### src/lbca_pkg.sv
// Shared types and constants of the linked block chain allocator.
// Used by every module of the block; depends on nothing.
package lbca_pkg;

  // Fixed field widths of the request and result channels.
  localparam int unsigned OPCODE_W  = 1;
  localparam int unsigned SLOT_W    = 4;
  localparam int unsigned COUNT_W   = 9;
  localparam int unsigned STATUS_W  = 3;
  localparam int unsigned FIRST_W   = 8;

  // Configuration port layout.
  localparam int unsigned CFG_IDX_W  = 2;
  localparam int unsigned CFG_DATA_W = 9;
  localparam int unsigned SLOTS_REG_W = 5;

  // Highest slot count that a request can name.
  localparam int unsigned MAX_SLOTS = 2 ** SLOT_W;

  // Register indexes.
  localparam logic [CFG_IDX_W-1:0] CFG_BLOCKS_IN_USE = 2'd0;
  localparam logic [CFG_IDX_W-1:0] CFG_SLOTS_IN_USE  = 2'd1;

  // Register reset values.
  localparam logic [CFG_DATA_W-1:0]  BLOCKS_RESET = 9'd256;
  localparam logic [SLOTS_REG_W-1:0] SLOTS_RESET  = 5'd16;

  // Request opcodes.
  localparam logic [OPCODE_W-1:0] OP_ALLOC = 1'b0;
  localparam logic [OPCODE_W-1:0] OP_FREE  = 1'b1;

  // Result status codes.
  typedef enum logic [STATUS_W-1:0] {
    ST_OK         = 3'd0,
    ST_SLOT_BUSY  = 3'd1,
    ST_NO_SPACE   = 3'd2,
    ST_SLOT_EMPTY = 3'd3,
    ST_ZERO_COUNT = 3'd4
  } status_e;

  // Strobes from the sequencer to the block table memories.
  typedef struct packed {
    logic rd_en;
    logic used_we;
    logic used_wd;
    logic next_we;
  } mem_ctl_t;

endpackage

### src/lbca_mem.sv
// Block table storage: the used mark and the next pointer of every block.
// One write port per array and one shared registered read port; uses lbca_pkg.
module lbca_mem #(
  parameter int unsigned NUM_BLOCKS = 256
) (
  input  logic                          clk_i,
  input  lbca_pkg::mem_ctl_t            ctl_i,
  input  logic [$clog2(NUM_BLOCKS)-1:0] rd_addr_i,
  input  logic [$clog2(NUM_BLOCKS)-1:0] used_addr_i,
  input  logic [$clog2(NUM_BLOCKS)-1:0] next_addr_i,
  input  logic [$clog2(NUM_BLOCKS)-1:0] next_data_i,
  output logic                          used_rd_o,
  output logic [$clog2(NUM_BLOCKS)-1:0] next_rd_o
);

  localparam int unsigned BW = $clog2(NUM_BLOCKS);

  logic          used_mem [NUM_BLOCKS];
  logic [BW-1:0] next_mem [NUM_BLOCKS];
  logic          used_rd_q;
  logic [BW-1:0] next_rd_q;

  // Used marks: written by the clearing pass, the scan and the chain walk.
  always_ff @(posedge clk_i) begin
    if (ctl_i.used_we) begin
      used_mem[used_addr_i] <= ctl_i.used_wd;
    end
    if (ctl_i.rd_en) begin
      used_rd_q <= used_mem[rd_addr_i];
    end
  end

  // Next pointers: written while a chain is built.
  always_ff @(posedge clk_i) begin
    if (ctl_i.next_we) begin
      next_mem[next_addr_i] <= next_data_i;
    end
    if (ctl_i.rd_en) begin
      next_rd_q <= next_mem[rd_addr_i];
    end
  end

  assign used_rd_o = used_rd_q;
  assign next_rd_o = next_rd_q;

endmodule

### src/lbca_ctrl.sv
// Sequencer of the allocator: slot table, free counter, block scan and chain walk.
// Drives the block table in lbca_mem and holds the result register; uses lbca_pkg.
module lbca_ctrl #(
  parameter int unsigned NUM_BLOCKS = 256,
  parameter int unsigned NUM_SLOTS  = 16
) (
  input  logic                                clk_i,
  input  logic                                rst_ni,
  input  logic                                clear_req_i,
  input  logic [lbca_pkg::CFG_DATA_W-1:0]     blocks_in_use_i,
  input  logic [lbca_pkg::SLOTS_REG_W-1:0]    slots_in_use_i,
  input  logic                                in_valid_i,
  output logic                                in_ready_o,
  input  logic [lbca_pkg::OPCODE_W-1:0]       opcode_i,
  input  logic [lbca_pkg::SLOT_W-1:0]         file_slot_i,
  input  logic [lbca_pkg::COUNT_W-1:0]        block_count_i,
  output logic                                out_valid_o,
  input  logic                                out_ready_i,
  output logic [lbca_pkg::STATUS_W-1:0]       status_o,
  output logic [lbca_pkg::FIRST_W-1:0]        first_block_o,
  output logic [lbca_pkg::COUNT_W-1:0]        blocks_moved_o,
  output logic [lbca_pkg::COUNT_W-1:0]        free_left_o,
  output lbca_pkg::mem_ctl_t                  mem_ctl_o,
  output logic [$clog2(NUM_BLOCKS)-1:0]       rd_addr_o,
  output logic [$clog2(NUM_BLOCKS)-1:0]       used_addr_o,
  output logic [$clog2(NUM_BLOCKS)-1:0]       next_addr_o,
  output logic [$clog2(NUM_BLOCKS)-1:0]       next_data_o,
  input  logic                                used_rd_i,
  input  logic [$clog2(NUM_BLOCKS)-1:0]       next_rd_i
);

  localparam int unsigned BW  = $clog2(NUM_BLOCKS);
  localparam int unsigned CW  = $clog2(NUM_BLOCKS + 1);
  localparam int unsigned NS  = (NUM_SLOTS < lbca_pkg::MAX_SLOTS) ? NUM_SLOTS
                                                                  : lbca_pkg::MAX_SLOTS;
  localparam int unsigned SIW = (NS > 1) ? $clog2(NS) : 1;
  localparam int unsigned KW  = lbca_pkg::COUNT_W;

  typedef enum logic [2:0] {
    S_CLEAR,
    S_IDLE,
    S_SCAN,
    S_LINK,
    S_WALK_RD,
    S_WALK,
    S_DONE
  } state_e;

  state_e                     state_q, state_d;
  logic [CW-1:0]              idx_q, idx_d;
  logic                       pend_q, pend_d;
  logic [BW-1:0]              pidx_q, pidx_d;
  logic [KW-1:0]              cnt_q, cnt_d;
  logic [KW-1:0]              want_q, want_d;
  logic [SIW-1:0]             slot_q, slot_d;
  logic [BW-1:0]              head_q, head_d;
  logic [BW-1:0]              prev_q, prev_d;
  logic [BW-1:0]              cur_q, cur_d;
  logic [CW-1:0]              steps_q, steps_d;
  logic [KW-1:0]              free_q, free_d;
  logic [NS-1:0]              slot_valid_q, slot_valid_d;
  logic [BW-1:0]              slot_head_q [NS];
  logic                       head_we;
  lbca_pkg::status_e          res_st_q, res_st_d;
  logic [BW-1:0]              res_head_q, res_head_d;
  logic [KW-1:0]              res_moved_q, res_moved_d;
  logic [KW-1:0]              res_free_q, res_free_d;
  logic                       out_valid_q, out_valid_d;
  logic [lbca_pkg::STATUS_W-1:0] out_st_q, out_st_d;
  logic [BW-1:0]              out_head_q, out_head_d;
  logic [KW-1:0]              out_moved_q, out_moved_d;
  logic [KW-1:0]              out_free_q, out_free_d;

  logic [CW-1:0]              blk_lim;
  logic                       slot_oor;
  logic [SIW-1:0]             slot_idx;
  logic                       issue;
  logic [KW-1:0]              moved;
  logic                       walk_end;

  // Effective limits: the registers saturate at the table sizes.
  always_comb begin
    if (32'(blocks_in_use_i) < NUM_BLOCKS) begin
      blk_lim = CW'(blocks_in_use_i);
    end else begin
      blk_lim = CW'(NUM_BLOCKS);
    end
  end

  assign slot_oor = (32'(file_slot_i) >= 32'(slots_in_use_i)) || (32'(file_slot_i) >= NS);
  assign slot_idx = file_slot_i[SIW-1:0];
  assign issue    = (idx_q < blk_lim);
  assign moved    = cnt_q + KW'(used_rd_i);
  assign walk_end = (next_rd_i == cur_q) || (steps_q == CW'(NUM_BLOCKS - 1));

  // Sequencer: next state, table writes and result capture.
  always_comb begin
    state_d      = state_q;
    idx_d        = idx_q;
    pend_d       = pend_q;
    pidx_d       = pidx_q;
    cnt_d        = cnt_q;
    want_d       = want_q;
    slot_d       = slot_q;
    head_d       = head_q;
    prev_d       = prev_q;
    cur_d        = cur_q;
    steps_d      = steps_q;
    free_d       = free_q;
    slot_valid_d = slot_valid_q;
    head_we      = 1'b0;
    res_st_d     = res_st_q;
    res_head_d   = res_head_q;
    res_moved_d  = res_moved_q;
    res_free_d   = res_free_q;
    out_valid_d  = out_valid_q & ~out_ready_i;
    out_st_d     = out_st_q;
    out_head_d   = out_head_q;
    out_moved_d  = out_moved_q;
    out_free_d   = out_free_q;
    mem_ctl_o    = '0;
    rd_addr_o    = idx_q[BW-1:0];
    used_addr_o  = pidx_q;
    next_addr_o  = prev_q;
    next_data_o  = pidx_q;

    case (state_q)
      // Clearing pass: one block per cycle over the whole table.
      S_CLEAR: begin
        mem_ctl_o.used_we = 1'b1;
        mem_ctl_o.used_wd = 1'b0;
        used_addr_o       = idx_q[BW-1:0];
        if (idx_q == CW'(NUM_BLOCKS - 1)) begin
          free_d  = KW'(blk_lim);
          state_d = S_IDLE;
        end else begin
          idx_d = idx_q + 1'b1;
        end
      end

      // Request checks; errors go straight to the result.
      S_IDLE: begin
        if (in_valid_i) begin
          slot_d      = slot_idx;
          res_head_d  = '0;
          res_moved_d = '0;
          res_free_d  = free_q;
          state_d     = S_DONE;
          if (slot_oor) begin
            res_st_d = lbca_pkg::ST_SLOT_BUSY;
          end else if (opcode_i == lbca_pkg::OP_ALLOC) begin
            if (slot_valid_q[slot_idx]) begin
              res_st_d = lbca_pkg::ST_SLOT_BUSY;
            end else if (block_count_i == '0) begin
              res_st_d = lbca_pkg::ST_ZERO_COUNT;
            end else if (block_count_i > free_q) begin
              res_st_d = lbca_pkg::ST_NO_SPACE;
            end else begin
              idx_d   = '0;
              pend_d  = 1'b0;
              cnt_d   = '0;
              head_d  = '0;
              prev_d  = '0;
              want_d  = block_count_i;
              state_d = S_SCAN;
            end
          end else begin
            if (!slot_valid_q[slot_idx]) begin
              res_st_d = lbca_pkg::ST_SLOT_EMPTY;
            end else begin
              head_d  = slot_head_q[slot_idx];
              cur_d   = slot_head_q[slot_idx];
              cnt_d   = '0;
              steps_d = '0;
              state_d = S_WALK_RD;
            end
          end
        end
      end

      // First-fit scan: read one block per cycle, claim it in the cycle after its read.
      S_SCAN: begin
        mem_ctl_o.rd_en = issue;
        pend_d          = issue;
        pidx_d          = idx_q[BW-1:0];
        if (issue) begin
          idx_d = idx_q + 1'b1;
        end
        if (pend_q) begin
          if (!used_rd_i) begin
            mem_ctl_o.used_we = 1'b1;
            mem_ctl_o.used_wd = 1'b1;
            if (cnt_q == '0) begin
              head_d = pidx_q;
            end else begin
              mem_ctl_o.next_we = 1'b1;
            end
            prev_d = pidx_q;
            cnt_d  = cnt_q + 1'b1;
            if (cnt_q + 1'b1 == want_q) begin
              state_d = S_LINK;
            end
          end
        end else if (!issue) begin
          state_d = S_LINK;
        end
      end

      // Close the chain on its last block and record the slot.
      S_LINK: begin
        mem_ctl_o.next_we        = 1'b1;
        next_addr_o              = prev_q;
        next_data_o              = prev_q;
        slot_valid_d[slot_q]     = 1'b1;
        head_we                  = 1'b1;
        free_d                   = free_q - cnt_q;
        res_st_d                 = lbca_pkg::ST_OK;
        res_head_d               = head_q;
        res_moved_d              = cnt_q;
        res_free_d               = free_q - cnt_q;
        state_d                  = S_DONE;
      end

      // Fetch the head block of the chain.
      S_WALK_RD: begin
        mem_ctl_o.rd_en = 1'b1;
        rd_addr_o       = cur_q;
        state_d         = S_WALK;
      end

      // Chain walk: free the current block and fetch its successor.
      S_WALK: begin
        used_addr_o = cur_q;
        if (used_rd_i) begin
          mem_ctl_o.used_we = 1'b1;
          mem_ctl_o.used_wd = 1'b0;
        end
        cnt_d   = moved;
        steps_d = steps_q + 1'b1;
        if (walk_end) begin
          slot_valid_d[slot_q] = 1'b0;
          free_d               = free_q + moved;
          res_st_d             = lbca_pkg::ST_OK;
          res_head_d           = head_q;
          res_moved_d          = moved;
          res_free_d           = free_q + moved;
          state_d              = S_DONE;
        end else begin
          mem_ctl_o.rd_en = 1'b1;
          rd_addr_o       = next_rd_i;
          cur_d           = next_rd_i;
        end
      end

      // Hand the result to the output register once it is free.
      S_DONE: begin
        if (!out_valid_q || out_ready_i) begin
          out_valid_d = 1'b1;
          out_st_d    = res_st_q;
          out_head_d  = res_head_q;
          out_moved_d = res_moved_q;
          out_free_d  = res_free_q;
          state_d     = S_IDLE;
        end
      end

      default: begin
        state_d = S_CLEAR;
        idx_d   = '0;
      end
    endcase

    // A register write restarts the clearing pass.
    if (clear_req_i) begin
      state_d      = S_CLEAR;
      idx_d        = '0;
      slot_valid_d = '0;
    end
  end

  // State, control and result registers.
  always_ff @(posedge clk_i or negedge rst_ni) begin
    if (!rst_ni) begin
      state_q      <= S_CLEAR;
      idx_q        <= '0;
      pend_q       <= 1'b0;
      cnt_q        <= '0;
      free_q       <= '0;
      slot_valid_q <= '0;
      out_valid_q  <= 1'b0;
    end else begin
      state_q      <= state_d;
      idx_q        <= idx_d;
      pend_q       <= pend_d;
      cnt_q        <= cnt_d;
      free_q       <= free_d;
      slot_valid_q <= slot_valid_d;
      out_valid_q  <= out_valid_d;
    end
  end

  // Payload registers.
  always_ff @(posedge clk_i) begin
    pidx_q      <= pidx_d;
    want_q      <= want_d;
    slot_q      <= slot_d;
    head_q      <= head_d;
    prev_q      <= prev_d;
    cur_q       <= cur_d;
    steps_q     <= steps_d;
    res_st_q    <= res_st_d;
    res_head_q  <= res_head_d;
    res_moved_q <= res_moved_d;
    res_free_q  <= res_free_d;
    out_st_q    <= out_st_d;
    out_head_q  <= out_head_d;
    out_moved_q <= out_moved_d;
    out_free_q  <= out_free_d;
    if (head_we) begin
      slot_head_q[slot_q] <= head_q;
    end
  end

  assign in_ready_o     = (state_q == S_IDLE);
  assign out_valid_o    = out_valid_q;
  assign status_o       = out_st_q;
  assign first_block_o  = lbca_pkg::FIRST_W'(out_head_q);
  assign blocks_moved_o = out_moved_q;
  assign free_left_o    = out_free_q;

endmodule

### src/linked_block_chain_allocator_unit.sv
// A rejected request skips the table work and goes straight to the result. An allocate
// scans the block table from the start, reading one used mark per cycle, up to the last
// block it claims; a free fetches the head block and walks the chain to its tail.
// Throughput: one request at a time; the next is accepted from the cycle after the result
// is registered, and a result still waiting on the output holds the next one in its last step.
// Reset, and every write to either configuration register, start a clearing pass over the
// block table, during which no request is accepted.
module linked_block_chain_allocator_unit #(
  parameter int unsigned NUM_BLOCKS = 256,
  parameter int unsigned NUM_SLOTS  = 16
) (
  input  logic                             clk_i,
  input  logic                             rst_ni,
  input  logic                             cfg_valid_i,
  output logic                             cfg_ready_o,
  input  logic [lbca_pkg::CFG_IDX_W-1:0]   cfg_index_i,
  input  logic [lbca_pkg::CFG_DATA_W-1:0]  cfg_data_i,
  input  logic                             in_valid_i,
  output logic                             in_ready_o,
  input  logic [lbca_pkg::OPCODE_W-1:0]    opcode_i,
  input  logic [lbca_pkg::SLOT_W-1:0]      file_slot_i,
  input  logic [lbca_pkg::COUNT_W-1:0]     block_count_i,
  output logic                             out_valid_o,
  input  logic                             out_ready_i,
  output logic [lbca_pkg::STATUS_W-1:0]    status_o,
  output logic [lbca_pkg::FIRST_W-1:0]     first_block_o,
  output logic [lbca_pkg::COUNT_W-1:0]     blocks_moved_o,
  output logic [lbca_pkg::COUNT_W-1:0]     free_left_o
);

  localparam int unsigned BW = $clog2(NUM_BLOCKS);

  logic [lbca_pkg::CFG_DATA_W-1:0]  blocks_q, blocks_d;
  logic [lbca_pkg::SLOTS_REG_W-1:0] slots_q, slots_d;
  logic                             clear_req;
  lbca_pkg::mem_ctl_t               mem_ctl;
  logic [BW-1:0]                    rd_addr;
  logic [BW-1:0]                    used_addr;
  logic [BW-1:0]                    next_addr;
  logic [BW-1:0]                    next_data;
  logic                             used_rd;
  logic [BW-1:0]                    next_rd;

  // Configuration registers; a write to either one clears the tables.
  always_comb begin
    blocks_d  = blocks_q;
    slots_d   = slots_q;
    clear_req = 1'b0;
    if (cfg_valid_i) begin
      case (cfg_index_i)
        lbca_pkg::CFG_BLOCKS_IN_USE: begin
          blocks_d  = cfg_data_i;
          clear_req = 1'b1;
        end
        lbca_pkg::CFG_SLOTS_IN_USE: begin
          slots_d   = cfg_data_i[lbca_pkg::SLOTS_REG_W-1:0];
          clear_req = 1'b1;
        end
        default: begin
          clear_req = 1'b0;
        end
      endcase
    end
  end

  always_ff @(posedge clk_i or negedge rst_ni) begin
    if (!rst_ni) begin
      blocks_q <= lbca_pkg::BLOCKS_RESET;
      slots_q  <= lbca_pkg::SLOTS_RESET;
    end else begin
      blocks_q <= blocks_d;
      slots_q  <= slots_d;
    end
  end

  assign cfg_ready_o = 1'b1;

  // Sequencer.
  lbca_ctrl #(
    .NUM_BLOCKS (NUM_BLOCKS),
    .NUM_SLOTS  (NUM_SLOTS)
  ) u_ctrl (
    .clk_i           (clk_i),
    .rst_ni          (rst_ni),
    .clear_req_i     (clear_req),
    .blocks_in_use_i (blocks_q),
    .slots_in_use_i  (slots_q),
    .in_valid_i      (in_valid_i),
    .in_ready_o      (in_ready_o),
    .opcode_i        (opcode_i),
    .file_slot_i     (file_slot_i),
    .block_count_i   (block_count_i),
    .out_valid_o     (out_valid_o),
    .out_ready_i     (out_ready_i),
    .status_o        (status_o),
    .first_block_o   (first_block_o),
    .blocks_moved_o  (blocks_moved_o),
    .free_left_o     (free_left_o),
    .mem_ctl_o       (mem_ctl),
    .rd_addr_o       (rd_addr),
    .used_addr_o     (used_addr),
    .next_addr_o     (next_addr),
    .next_data_o     (next_data),
    .used_rd_i       (used_rd),
    .next_rd_i       (next_rd)
  );

  // Block table.
  lbca_mem #(
    .NUM_BLOCKS (NUM_BLOCKS)
  ) u_mem (
    .clk_i       (clk_i),
    .ctl_i       (mem_ctl),
    .rd_addr_i   (rd_addr),
    .used_addr_i (used_addr),
    .next_addr_i (next_addr),
    .next_data_i (next_data),
    .used_rd_o   (used_rd),
    .next_rd_o   (next_rd)
  );

endmodule

### config.mk
export PLATFORM = sky130hd
export DESIGN_NAME = linked_block_chain_allocator_unit
export DESIGN_NICKNAME = d
export VERILOG_FILES = /design/src/lbca_pkg.sv /design/src/lbca_mem.sv /design/src/lbca_ctrl.sv /design/src/linked_block_chain_allocator_unit.sv
export SDC_FILE = /design/constraint.sdc
export NUM_CORES = 2
export LEC_CHECK = 0
export BUFFER_PORTS_ARGS = -buffer_cell sky130_fd_sc_hd__buf_2
export CORE_MARGIN = 4
export CORE_UTILIZATION = 28
export CTS_CLUSTER_DIAMETER = 50
export CTS_CLUSTER_SIZE = 40
export DETAILED_ROUTE_END_ITERATION = 10
export PLACE_DENSITY = 0.49
export SYNTH_ARGS = -nofsm -noshare
export SYNTH_HDL_FRONTEND = slang
export SYNTH_SLANG_ARGS = --single-unit
export TNS_END_PERCENT = 100
### constraint.sdc
create_clock -name clk_i -period 13.9 [get_ports clk_i]
set_input_delay 2.085 -clock clk_i [delete_from_list [all_inputs] [get_ports clk_i]]
set_output_delay 2.085 -clock clk_i [all_outputs]
set_load 0.01 [all_outputs]
* Yosys cells after proc, flatten, opt, wreduce, memory -nomap -nowiden
Memories as Yosys holds them, arrays and structs flattened. A register that Yosys moved wholly into a read port is not among the register bits. Cells that the tools add are included.
Word-level totals: bits in writable memories 2432, register bits after elaboration 174, logic and storage cells 246, input bits 30, memories 3, output and inout bits 32
Cells by class: add/sub/neg operators 6, reductions and logical operators 33, order comparisons 7, bitwise gates (word level) 10, multiplexer cells 117, equal/unequal tests 46
Memory list:
- u_mem.next_mem | depth 256, width 8, read ports 1, clocked after Yosys merged registers in 1, wr ports 1, line lbca_mem.sv:19 | logic [BW-1:0] next_mem [NUM_BLOCKS];
- u_mem.used_mem | depth 256, width 1, read ports 1, clocked after Yosys merged registers in 1, wr ports 1, line lbca_mem.sv:18 | logic used_mem [NUM_BLOCKS];
- u_ctrl.slot_head_q | depth 16, width 8, read ports 1, clocked after Yosys merged registers in 0, wr ports 1, line lbca_ctrl.sv:62 | logic [BW-1:0] slot_head_q [NS];
Operators with widths (number):
- $mux 9 | 24
- $mux 8 | 23
- $pmux 9 s3 | 4
- $pmux 8 s2 | 5
- $mux 3 | 24
- $pmux 9 s4 | 1
- $mux 16 | 2
- $pmux 16 s2 | 1
- $add 9x1->9 const B | 3
- $reduce_and 9->1 | 3
- $ne 3x3->1 const B | 8
- $pmux 8 s3 | 1
- $mux 1 | 21
- $ne 3x2->1 const B | 7
- $pmux 3 s7 | 1
- $reduce_and 7->1 | 3
- $eq 9x8->1 const B | 2
- $logic_not 9->1 | 2
- $pmux 9 s2 | 1
- $and 16x16->16 | 1
- $ne 2x2->1 const B | 8
- $not 16->16 | 1
- $or 16x16->16 | 1
- $ne 2x1->1 const B | 7
- 41 further kinds | 65

* Longest topological paths before layout
depth in word-level cells 9, mapped depth 20, depth with buffers taken out 14

* Hierarchy
Synthesis repeated with hierarchy kept, for this count alone.
Second synthesis, totals: cells, all modules 5657, area total of the unflattened synthesis 105321.0 um^2
Modules (own cells, without submodules):
- lbca_mem | area an instance 90704.5 um^2, cells an instance 4506, sequential area each 69456.6 um^2, times used 1
- lbca_ctrl | area an instance 14054.7 um^2, cells an instance 1117, sequential area each 8408.1 um^2, times used 1
- linked_block_chain_allocator_unit | area an instance 561.8 um^2, cells an instance 34, sequential area each 352.8 um^2, times used 1

* Worst setup path before layout
No wires, ideal clock.
path type register to register, start register u_ctrl.state_q[2], end memory u_mem.next_mem[0][7] in the netlist's numbering, data pin, required time 11.711 ns, path buffers 4, library setup time 2.189 ns, arrival time 11.354 ns, slack 0.357 ns, period minus slack after synthesis 13.543 ns, cell stages (with the launch flop) 7, path through dfrtp_1 buf_4 clkbuf_1 clkbuf_1 nor2_1 clkbuf_1 o21ai_0
Between the ends: cells in the longest elaborated chain, start to end 2
Ends and longest elaborated chain:
- start: declaration | line lbca_ctrl.sv:49 | state_e state_q, state_d;
- start signal: assignment | line lbca_ctrl.sv:292 | state_q <= state_d;
- $eq 3x2->1 | line lbca_ctrl.sv:127 | case (state_q)
- $mux 8 | line lbca_ctrl.sv:127
- named net next_data[7] | line linked_block_chain_allocator_unit.sv:40 | logic [BW-1:0] next_data;
- end: declaration | line lbca_mem.sv:19
The timed path passes the listed nets, and every way through them passes these cells.

* Worst setup path in the final report
start register u_ctrl.state_q[1], end register u_mem.next_rd_q[7], in the netlist u_mem.next_rd_o[7] (read register of u_mem.next_mem), data pin
Between the ends: cells in the longest elaborated chain, start to end 2, elaborated cells between the ends (all ways) 5, those cells by class eq/ne: 3; mux: 2
Ends and longest elaborated chain:
- $eq 3x3->1 / $eq 3x2->1 (equally long branches) | line lbca_ctrl.sv:127
- $pmux 1 s3 / $pmux 8 s2 (equally long branches) | line lbca_ctrl.sv:127
- end: declaration | line lbca_mem.sv:21 | logic [BW-1:0] next_rd_q;
Several ways; a longest one is shown, not always the timed one. A chain may end at the register's enable or synchronous reset.

==> reports/qor.csv <==
stage,metric,value,unit
run_status,outcome,"complete, but fails checks",
run_status,violations,"capacitance limit, slew limit",
timing,rsz0062_at_grt,no,
setup_path,endpoint_kind,flop,
global_routing,grt_max_degree,257,
timing,slew_violations,2,
die,chipHeight,628,um
hold_path,worstHoldStart,u_ctrl.res_moved_q[5],
cts,cts_max_level,5,
yosys,syn_inst,7892,
route,drtAntennaViolNets,0,
timing,max_slew_margin,-3.17,%
setup_path,r2r_cells,14,
cts,cts.hold.buffers_added,0,
global_routing,grt_pass1_vias,65000,
setup_path,r2r-start,u_ctrl.state_q[1],
cells_and_area,finish.utilization,32.1,%
yosys,ys_async_sr_fraction,2.37,%
cells_and_area,seqCellArea,0.0782,sq mm
timing,fmax,137,MHz
power_and_ir_drop,peakVddDrop,0.197,mV
yosys,synth_fp_nets,7969,
yosys,synth.ff_latch_count,2615,
yosys,netlist_area,0.108,sq mm
die,dieArea,0.394,sq mm
cts,cts_tree,yes,
yosys,synth_seq_area_share,72.7,%
timing,finalHoldViolCount,0,
timing,period_needed,7.29,ns
placement,dpl.hpwl,192000,um
timing,tns,0,ns
route,avgRoutedWirePerCell,24.8,um
global_routing,gr-total-overflow,0,
hold_path,min_to,u_ctrl.blocks_moved_o[5],
yosys,syn_avg_cell_area,13.6,sq um
yosys,synth_edf_count,2553,
cells_and_area,area_delta_synth_final,14.0,%
job,cap_violations,1,
power_and_ir_drop,p_leak,39.1,nW
route,drt-total-wl,325000,um
route,dr.max_layer_used,met5,
route,dr_total_vias,66800,
power_and_ir_drop,power_density,207,mW/mm^2
hold_path,worstHoldPathCells,0,
cts,cts_buffer_depth,4,
cells_and_area,final_cell_mix,"edfxtp_1 (2553), nand2_1 (1563), nor2_1 (592)",
cts,cts_sinks,2615,
timing,setup_viol,0,
route,dr.pass1.iters,6,
route,met3WireLength,21000,um
timing,worst_pin_slew,1.53,ns
yosys,synth_top_area_share,71.3,%
global_routing,grt_pass1_wl,470000,um
die,placementRows,227,
cells_and_area,final_common_cell,edfxtp_1,
die,coreArea,0.382,sq mm
route,drc_errors,0,
route,vias_per_cell,5.10,
setup_path,cp-start-kind,flop,
setup_path,path_class,reg -> reg,
cells_and_area,drive_gt1_share,10.6,%
setup_path,r2r-end,u_mem.next_rd_o[7],
route,first_iter_violations,7343,
yosys,yosys_most_used_dff,edfxtp_1,
yosys,yosysWarningCount,0,
setup_path,r2r_slack,6.61,ns
cells_and_area,fillCellCount,37600,
cts,clkLatencyLatePin,0.91,ns
global_routing,antenna_found_initial,19,
hold_path,hp-class,reg -> reg,
cts,cts_setup_buffers,0,
placement,gp_congestion,0.837,
cells_and_area,nets,7911,
cts,cts_resized,0,
cts,cts.root.buffer_cell,clkbuf_16,
yosys,yosysUniqueCellTypes,93,
route,dr_wl_met2,153000,um
cells_and_area,multi_input_area,0.0267,sq mm
cts,clk_pin_slew,0.06,ns
setup_path,path_max_fanout,141,
setup_path,arrival,7.83,ns
global_routing,track_usage,16.0,%
die,die_x,628,um
yosys,synth_area_leaders,"edfxtp_1 (71%), nand2_1 (5.5%), mux2i_1 (2.8%), nand3_1 (2.7%), nor2_1 (2.1%)",
die,start_util,28.1,%
route,m1WireLength,143000,um
placement,io_buffer_count,60,
cts,cts_buffers,276,
timing,final_min_period_over_clock_period,52.4,%
setup_path,required,14.44,ns
die,io_pins,62,
timing,fin_worst_skew,0.0608,ns
yosys,synth_top_area_cell,edfxtp_1,
-- critical path, cell delays in order, from the launching register on --
cell and delay, ns:
dfrtp_1 0.60, nand3b_4 0.59, nor2_4 0.37, a21boi_4 0.47, o211a_4 0.71, buf_4 0.74
buf_12 0.48, buf_12 0.53, nand2_1 0.11, nand3_1 0.13, nand4_1 0.10, o21ai_0 0.71
nor4_1 0.13, buf_4 0.20, nor4_1 0.72
-- cell families after synthesis --
family / Yosys count / share of synthesized area, %
buffers and inverters: 638 / 2.71
adders and majority gates: 47 / 0.561
other: 1 / 0.00349
muxes: 408 / 4.39
AOI/OAI and AO/OA: 972 / 6.56
and+or+nand+nor: 3168 / 12.7
xor gates and xnor gates: 43 / 0.350
DFF: 2615 / 72.7
-- power by group --
| group | internal, mW | switching [mW] | leakage [nW] |
|---|---|---|---|
| Clock | 4.17 | 3.45 | 4.53 |
| Combinational | 1.90 | 6.02 | 10.6 |
| Sequential | 9.67 | 0.194 | 24.0 |
-- worst max path at each step --
stage | startpoint | endpoint | slack, ns | cells after the start
detailed placement | u_ctrl.state_q[1] | u_mem.next_rd_o[3] | 6.59 | 13
global route | u_ctrl.state_q[1] | u_mem.next_rd_o[5] | 6.26 | 14
CTS | u_ctrl.state_q[1] | u_mem.next_rd_o[7] | 6.56 | 14
finish | u_ctrl.state_q[1] | u_mem.next_rd_o[7] | 6.61 | 14
floorplan | u_ctrl.state_q[2] | u_mem.next_mem[0][7] | 0.36 | 6
global placement | u_ctrl.state_q[1] | u_mem.next_rd_o[6] | 6.61 | 13
-- routing by layer --
metal  GRT usage (%)  up-vias
met4            4.20        4
met5               0        -
met1            22.4    34400
met2            25.9     2328
li1                -    29600
met3            2.50      428
-- stage by stage --
stage | power, mW | cell area (sq um) | worst slack [ns] | hold slack (ns) | instances
floorplan | 14.9 | 108000 | 0.357 | 0.400 | 7892
global placement | 17.9 | 113000 | 6.61 | 0.405 | 12600
detailed placement | 18.0 | 113000 | 6.59 | 0.406 | 12600
CTS | 25.6 | 123000 | 6.56 | 0.419 | 13100
global route | 26.5 | 123000 | 6.26 | 0.422 | 13100
finish | 25.4 | 123000 | 6.61 | 0.417 | 13100
-- flip-flops by register name (all words and copies together) (netlist names), 16 cells and up --
| signal | count |
|---|---|
| u_mem.next_mem | 2048 |
| u_mem.used_mem | 256 |
| u_ctrl.slot_head_q | 128 |
| u_ctrl.slot_valid_q | 16 |
-- cell type report --
type / instances / share of cell area [%]
flip-flops and latches: 2615 / 63.8
multi-input cells: 4639 / 21.8
clock buffers: 305 / 5.90
well taps: 5038 / 5.14
clock inverters: 196 / 1.77
repair buffers: 187 / 1.20
inverters: 115 / 0.352
diodes: 9 / 0.0184
-- cell usage after synthesis (all sizes together) (46+ instances only) --
master,number
edfxtp,2553
nand2,1578
nor2,611
nand3,574
mux2i,306
buf,298
clkbuf,225
o21ai,189
nand4,129
a32oi,124
a21oi,123
o2111ai,122
inv,113
a31oi,77
nor3,72
dfrtp,60
mux2,57
o22ai,50
nor4,47
a211oi,46
No activity file was read; power rests on OpenSTA's default activity.
